**config.mk**
```make
export PLATFORM = sky130hd
export DESIGN_NAME = btlpm_front
export DESIGN_NICKNAME = d
export VERILOG_FILES = /design/src/rtl/core/btlpm_pkg.sv /design/src/rtl/core/btlpm_front.sv
export SDC_FILE = /design/constraint.sdc
export NUM_CORES = 1
export LEC_CHECK = 0
export BUFFER_PORTS_ARGS = -buffer_cell sky130_fd_sc_hd__buf_2
export CAP_MARGIN = 20
export CORE_MARGIN = 2
export CORE_UTILIZATION = 52
export DETAILED_ROUTE_END_ITERATION = 12
export GPL_ROUTABILITY_DRIVEN = 0
export GPL_TIMING_DRIVEN = 0
export PLACE_DENSITY = 0.74
export RECOVER_POWER = 50
export SETUP_SLACK_MARGIN = 0.02
export SLEW_MARGIN = 40
export SYNTH_ARGS = -nofsm -noshare
export SYNTH_HDL_FRONTEND = slang
export SYNTH_SLANG_ARGS = --single-unit
```
**constraint.sdc**
```tcl
create_clock -name clk -period 3.6 [get_ports clk]
set_input_delay 0.72 -clock clk [delete_from_list [all_inputs] [get_ports clk]]
set_output_delay 0.72 -clock clk [all_outputs]
set_load 0.05 [all_outputs]
```
**src/rtl/core/btlpm_pkg.sv**
```systemverilog
// shared types and constants for the binary trie longest-prefix-match core
// no dependencies
package btlpm_pkg;

  localparam int unsigned AddrW = 32;
  localparam int unsigned LenW  = 6;
  localparam int unsigned StW   = 3;

  typedef enum logic [2:0] {
    ST_HIT    = 3'd0,
    ST_MISS   = 3'd1,
    ST_OK     = 3'd2,
    ST_BADLEN = 3'd3,
    ST_FULL   = 3'd4
  } status_t;

  // classified request handed from front to back
  typedef struct packed {
    logic             lookup;
    logic             badlen;
    logic [AddrW-1:0] addr;
    logic [LenW-1:0]  len;
  } req_t;

  typedef enum logic [2:0] {
    S_IDLE,
    S_READ,
    S_EVAL,
    S_DONE
  } walk_state_t;

  function automatic logic [AddrW-1:0] len_mask(input logic [LenW-1:0] len);
    logic [AddrW:0] m;
    m = {(AddrW+1){1'b1}} << (7'd33 - {1'b0, len});
    return m[AddrW:1];
  endfunction

endpackage

```
**src/rtl/core/btlpm_front.sv**
```systemverilog
// front end: accepts beats, checks length, masks prefixes, holds a two-entry queue
// depends on btlpm_pkg
module btlpm_front (
  input  logic                          clk,
  input  logic                          rst,
  input  logic                          push,
  output logic                          full,
  input  logic                          action,
  input  logic [btlpm_pkg::AddrW-1:0]   address,
  input  logic [btlpm_pkg::LenW-1:0]    prefix_len,
  output logic                          req_valid,
  output btlpm_pkg::req_t               req,
  input  logic                          req_take
);
  import btlpm_pkg::*;

  req_t       q [2];
  logic [1:0] cnt;
  logic       rd;
  logic       wr;
  req_t       in_req;
  logic       rd_ptr;
  logic       wr_ptr;

  // classify the incoming beat
  always_comb begin
    in_req.lookup = action;
    in_req.badlen = !action && (prefix_len > LenW'(32));
    in_req.addr   = action ? address : (address & len_mask(prefix_len));
    in_req.len    = prefix_len;
  end

  assign full      = (cnt == 2'd2);
  assign wr        = push && !full;
  assign req_valid = (cnt != 2'd0);
  assign rd        = req_take && req_valid;
  assign req       = q[rd_ptr];

  // queue pointers
  always_ff @(posedge clk) begin
    if (rst) begin
      cnt    <= 2'd0;
      rd_ptr <= 1'b0;
      wr_ptr <= 1'b0;
    end else begin
      if (wr) wr_ptr <= !wr_ptr;
      if (rd) rd_ptr <= !rd_ptr;
      cnt <= cnt + {1'b0, wr} - {1'b0, rd};
    end
  end

  // queue storage
  always_ff @(posedge clk) begin
    if (wr) q[wr_ptr] <= in_req;
  end

endmodule

```
==> run_results.csv, run 1 <==
group,metric,value,unit
setup_path,worstPathArrival,2.68,ns
clocking,cts-resized-gates,0,
setup_path,crit_slowest_cell,"clkbuf_1",
timing,clock.fmax,367,MHz
pwr,vdd_drop_max,0.000327,V
synthesis,yosys.area_share.simple,0.0806,
setup_path,rr_startpoint,"cnt[0]$_SDFF_PP0_",
timing,fin_skew,0.00558,ns
synthesis,synth-xor-area-share,0.0163,
synthesis,synth.top_cell.area_share,0.640,
die,fp.dieW,89.0,um
synthesis,syn_inst,258,
synthesis,ys_ff_latch,85,
setup_path,endpoint,"q[1][7]$_DFFE_PP_",
synthesis,synth_top_family_by_area,"multiplexers",
clocking,cts_tree,"done",
global_routing,overflow,0,
worst_hold_path,hp-class,"reg2reg",
clocking,clk_pin_slew_worst_paths,0.08,ns
setup_path,r2r_setup_slack,0.87,ns
pwr,power.leakage,1.73,nW
clocking,numCtsBuffers,9,
timing,worst_pin_slew,1.41,ns
synthesis,syn-num-nets,306,
timing,hold_slack,0.529,ns
setup_path,worst_ep_required_time,3.56,ns
route,drt-total-wl,7.75,mm
global_routing,grt_pass1_wl,11.8,mm
synthesis,synth_edf_count,80,
synthesis,synth.distinct_cells,38,
setup_path,rr_worst_depth,3,
timing,setup_viol,0,
global_routing,grt_start_max_net_pins,24,
global_routing,antenna_found_initial,0,
setup_path,worstPathCellList,"nand2b_1 > and3_1 > clkbuf_1",
route,drc_errors,0,
final_layout,final_util,0.652,
final_layout,final_layout_size_suffix_gt1_frac,0.382,
place,placed_area,0.00437,mm2
timing,min_period,2.73,ns
route,wl_per_cell,16.9,um
die,die-area,0.00792,mm2
setup_path,path_max_fanout,23,
synthesis,synth-compound-area-share,0.0843,
global_routing,grt.total_usage,0.206,
die,core_area,0.00691,mm2
synthesis,yosysTopAreaCell,"edfxtp_1",
route,final_antenna_net_count,0,
global_routing,grt_pass1_vias,2515,
synthesis,synthTopCellsByCount,"80 x edfxtp_1, 40 x mux2_2, 18 x nor2_1",
timing,slew_headroom,0.0621,
route,vias,2445,
setup_path,worstSetupStartpoint,"cnt[0]$_SDFF_PP0_",
clocking,cts_max_path_buffers,2,
outcome,status,"finished, final reports clean",
timing,finalCritPeriodShare,0.757,
die,start_util,0.544,
die,die_y,89.0,um
route,drt_iter0_drc,208,
die,placementRows,30,
final_layout,diodes,0,
synthesis,synth_area,0.00375,mm2
synthesis,muxShareOfSynthArea,0.120,
setup_path,crit_path_start_kind,"flip-flop",
timing,finalHoldViolCount,0,
synthesis,async_flop_share,0,
final_layout,synthToLayoutAreaGrowth,19.9,%
timing,rsz0062_at_grt,"no",
timing,worst_slack,0.875,ns
synthesis,synth.avg_cell_area,14.6,um2
clocking,holdBufCountCts,0,
place,dp_slack,0.972,ns
clocking,post_cts_buffers,0,
final_layout,final_area,0.00450,mm2
synthesis,ys_top_cells_by_area,"edfxtp_1 64%, mux2_2 12%, dfxtp_1 2.7%",
clocking,insertion_delay,0.35,ns
pwr,power_density,722,mW/mm2
clocking,cts_sinks,85,
setup_path,reg2reg_to,"q[1][7]$_DFFE_PP_",
place,dp_hpwl,5.52,mm
setup_path,slowest_delay,1.09,ns
synthesis,yosysSeqAreaShare,0.666,
synthesis,synth_fa_ha_area_frac,0.0167,
clocking,htreeDepth,3,
synthesis,synth_ff_type,"edfxtp_1",
synthesis,yosys_warnings,0,
clocking,cts_root_buffer,"clkbuf_8",
run,maxCapViolCount,0,
route,drt-pass1-iter-count,4,
die,io_pins,85,
synthesis,synth.most_common_cell,"edfxtp_1",
place,io_buffer_count,84,
route,vias_per_cell,5.35,
final_layout,num-nets-final,404,
timing,maxSlewViolCount,0,
setup_path,end_kind,"flip-flop",
setup_path,critPathKind,"reg2reg",
-- placed cells by master, fill, tap and decap left out, types with 6 or more instances in the layout --
cell	Yosys	routed
mux2_2	40	40
a21boi_1	11	11
a21oi_1	8	8
nor2_1	18	18
o21ai_0	14	14
nor2b_1	6	6
buf_2	2	77
clkbuf_8	0	9
clkbuf_1	3	16
inv_1	6	6
nand2_1	9	9
edfxtp_1	80	80
-- routing by layer --
metal	part of all wire	up-vias	GRT usage	wire (um)
li1	-	1163	-	-
met1	0.42	1174	0.272	3250
met2	0.50	91	0.333	3840
met3	0.061	17	0.0388	473
met4	0.024	0	0.0991	184
met5	0	-	0	0
-- how the worst min path moves through the flow --
stage,startpoint,end,slack [ns],cells after the start
2_1_floorplan,rd_ptr$_SDFFE_PP0P_,flip-flop,0.48,2
5_1_grt,cnt[1]$_SDFF_PP0_,cnt[1]$_SDFF_PP0_,0.58,2
4_1_cts,rd_ptr$_SDFFE_PP0P_,rd_ptr$_SDFFE_PP0P_,0.55,2
3_5_place_dp,rd_ptr$_SDFFE_PP0P_,rd_ptr$_SDFFE_PP0P_,0.53,2
3_3_place_gp,rd_ptr$_SDFFE_PP0P_,rd_ptr$_SDFFE_PP0P_,0.50,2
6_report,rd_ptr$_SDFFE_PP0P_,rd_ptr$_SDFFE_PP0P_,0.53,2
-- where the power goes --
| part | internal (W) | total (W) | leakage [nW] | switching (W) |
|---|---|---|---|---|
| registers | 0.00127 | 0.00131 | 0.801 | 0.0000420 |
| logic | 0.000340 | 0.00124 | 0.828 | 0.000899 |
| clock network | 0.000384 | 0.000698 | 0.105 | 0.000314 |
| total | 0.00200 | 0.00325 | 1.73 | 0.00125 |
-- critical path, delay by kind of cell, from the launching register on --
kind                   cells  cell delay (ns)
buffers and inverters      1             1.09
and+or+nand+nor            2             0.88
DFF                        1             0.35
-- logic make-up (layout without fill, tap and decap cells) --
group                      count (synthesis)  count (layout)
adders and majority gates                  5               5
xor gates and xnor gates                   7               7
DFF                                       85              85
buffers and inverters                     15             118
and+or+nand+nor                           57              57
AOI/OAI and AO/OA                         49              49
muxes                                     40              40
-- metrics by stage --
step	instances	setup TNS, ns	power [W]
2_1_floorplan	258	0	0.00231
3_3_place_gp	438	-15.42	0.00257
3_5_place_dp	441	0	0.00262
4_1_cts	457	0	0.00331
5_1_grt	457	0	0.00339
6_report	457	0	0.00325
-- state kept, by name, indices dropped and copies added (netlist names), named ones only --
name,cells
q,80
cnt,2
rd_ptr,1
wr_ptr,1
-- layout make-up --
| class | instances | area [um2] |
|---|---|---|
| fill | 573 | 2410 |
| multi-input combinational | 158 | 1190 |
| buffer | 8 | 32.5 |
| sequential | 85 | 2500 |
| clock buffer | 10 | 128 |
| inverter | 7 | 26.3 |
| tap | 96 | 120 |
| timing repair buffer | 87 | 420 |
| clock inverter | 6 | 77.6 |
(Power assumes the default switching activity.)
==> run 2, diff against run 1 <==
==> constraint.sdc (replaced) <==
create_clock -name clk -period 2.7 [get_ports clk]
set_input_delay 0.54 -clock clk [delete_from_list [all_inputs] [get_ports clk]]
set_output_delay 0.54 -clock clk [all_outputs]
set_load 0.05 [all_outputs]
==> run_results.csv, run 2 (synthesis results as in run 1) <==
group,metric,value,unit
timing,min_period,2.49,ns
die,core_area,0.00691,mm2
clocking,numCtsBuffers,9,
final_layout,mostFrequentLayoutCells,"80 x edfxtp_1, 77 x buf_2, 40 x mux2_2, 18 x nor2_1, 14 x o21ai_0",
setup_path,critPathBufInv,2,
setup_path,cp_top_family,"buffers and inverters",
global_routing,grt_pass1_wl,11.7,mm
clocking,htreeDepth,3,
timing,finalSetupTns,0,ns
route,drt-total-wl,7.67,mm
timing,worst_slack,0.209,ns
die,start_util,0.544,
global_routing,grt_start_max_net_pins,27,
timing,slew_headroom,0.395,
die,placementRows,30,
final_layout,fillers,591,
final_layout,synthToLayoutAreaGrowth,18.2,%
pwr,power.leakage,1.73,nW
timing,setup_viol,0,
final_layout,layout_commonest_cell,"edfxtp_1",
final_layout,final_layout_size_suffix_gt1_frac,0.382,
timing,clock.fmax,401,MHz
worst_hold_path,hp-class,"in2reg",
setup_path,worstPathArrival,1.95,ns
die,io_pins,85,
clocking,post_cts_buffers,0,
run,maxCapViolCount,0,
clocking,cts_tree,"done",
setup_path,end_kind,"output port",
setup_path,crit_path_start_kind,"flip-flop",
timing,maxSlewViolCount,0,
setup_path,worst_ep_required_time,2.16,ns
setup_path,path_depth,3,
die,die-area,0.00792,mm2
global_routing,antenna_found_initial,0,
place,dp_hpwl,5.56,mm
global_routing,grt_pass1_vias,2381,
route,drt_iter0_drc,191,
final_layout,diodes,0,
route,final_antenna_net_count,0,
die,die_y,89.0,um
clocking,cts-resized-gates,0,
timing,rsz0062_at_grt,"no",
clocking,insertion_delay,0.34,ns
pwr,power_density,928,mW/mm2
route,vias_per_cell,5.42,
setup_path,slowest_delay,0.56,ns
place,dp_slack,0.277,ns
timing,worst_pin_slew,0.904,ns
final_layout,largest-register,"q",
setup_path,worstPathCellList,"buf_1 > mux2_2 > buf_2",
die,fp.dieW,89.0,um
route,drc_errors,0,
pwr,vdd_drop_max,0.000497,V
final_layout,num-nets-final,404,
clocking,clk_pin_slew_worst_paths,0.08,ns
final_layout,largest_register_ffs,80,
global_routing,overflow,0,
outcome,status,"finished, final reports clean",
setup_path,rr_worst_depth,4,
final_layout,reg_top3,"q (80), cnt (2)",
timing,finalHoldViolCount,0,
setup_path,path_max_fanout,10,
worst_hold_path,whs_path_depth,2,
global_routing,grt.total_usage,0.203,
setup_path,critPathKind,"reg2out",
clocking,cts_root_buffer,"clkbuf_8",
timing,finalCritPeriodShare,0.923,
setup_path,crit_slowest_cell,"buf_1",
clocking,cts_max_path_buffers,2,
route,vias,2467,
clocking,cts_sinks,85,
place,io_buffer_count,84,
clocking,holdBufCountCts,0,
route,wl_per_cell,16.9,um
timing,fin_skew,0.00867,ns
route,drt-pass1-iter-count,5,
## run 2: final cells by class
class | instances | area (um2) | share of cell area
plain buffers | 8 | 32.5 | 0.00733
multi-input cells | 158 | 1180 | 0.266
inverters | 7 | 26.3 | 0.00592
repair buffers | 87 | 432 | 0.0973
well taps | 96 | 120 | 0.0271
clock buffers | 10 | 128 | 0.0288
flip-flops and latches | 85 | 2500 | 0.564
clock inverters | 4 | 17.5 | 0.00395
## run 2: report_power, final
| part | total (W) | leakage [nW] | internal (W) | switching (W) |
|---|---|---|---|---|
| Combinational | 0.00165 | 0.847 | 0.000459 | 0.00119 |
| Clock | 0.000712 | 0.0768 | 0.000315 | 0.000397 |
| Sequential | 0.00175 | 0.801 | 0.00169 | 0.0000578 |
| Total | 0.00412 | 1.73 | 0.00247 | 0.00165 |
## run 2: path summary, 6_finish.rpt
kind              slack (ns)           startpoint                 end
setup / recovery        0.21            flip-flop              req[4]
hold reg to reg         0.53  rd_ptr$_SDFFE_PP0P_           flip-flop
setup reg to reg        0.33    cnt[0]$_SDFF_PP0_  q[0][31]$_DFFE_PP_
hold / removal          0.42                  rst   cnt[1]$_SDFF_PP0_
## run 2: layer usage
| layer | vias to the layer above | global-route usage | routed length [um] |
|---|---|---|---|
| li1 | 1165 | - | - |
| met3 | 14 | 0.0369 | 528 |
| met5 | - | 0 | 0 |
| met4 | 0 | 0.0746 | 155 |
| met1 | 1185 | 0.264 | 3130 |
| met2 | 103 | 0.345 | 3850 |
## run 2: through the flow
stage	hold WS [ns]	cell area, um2	util	instances	power [W]
2_1_floorplan	0.481	3760	-	258	0.00307
3_5_place_dp	0.515	4370	0.633	441	0.00350
3_3_place_gp	0.497	4300	0.622	438	0.00342
4_1_cts	0.391	4520	0.654	455	0.00420
6_report	0.420	4440	0.643	455	0.00412
5_1_grt	0.428	4440	0.643	455	0.00431
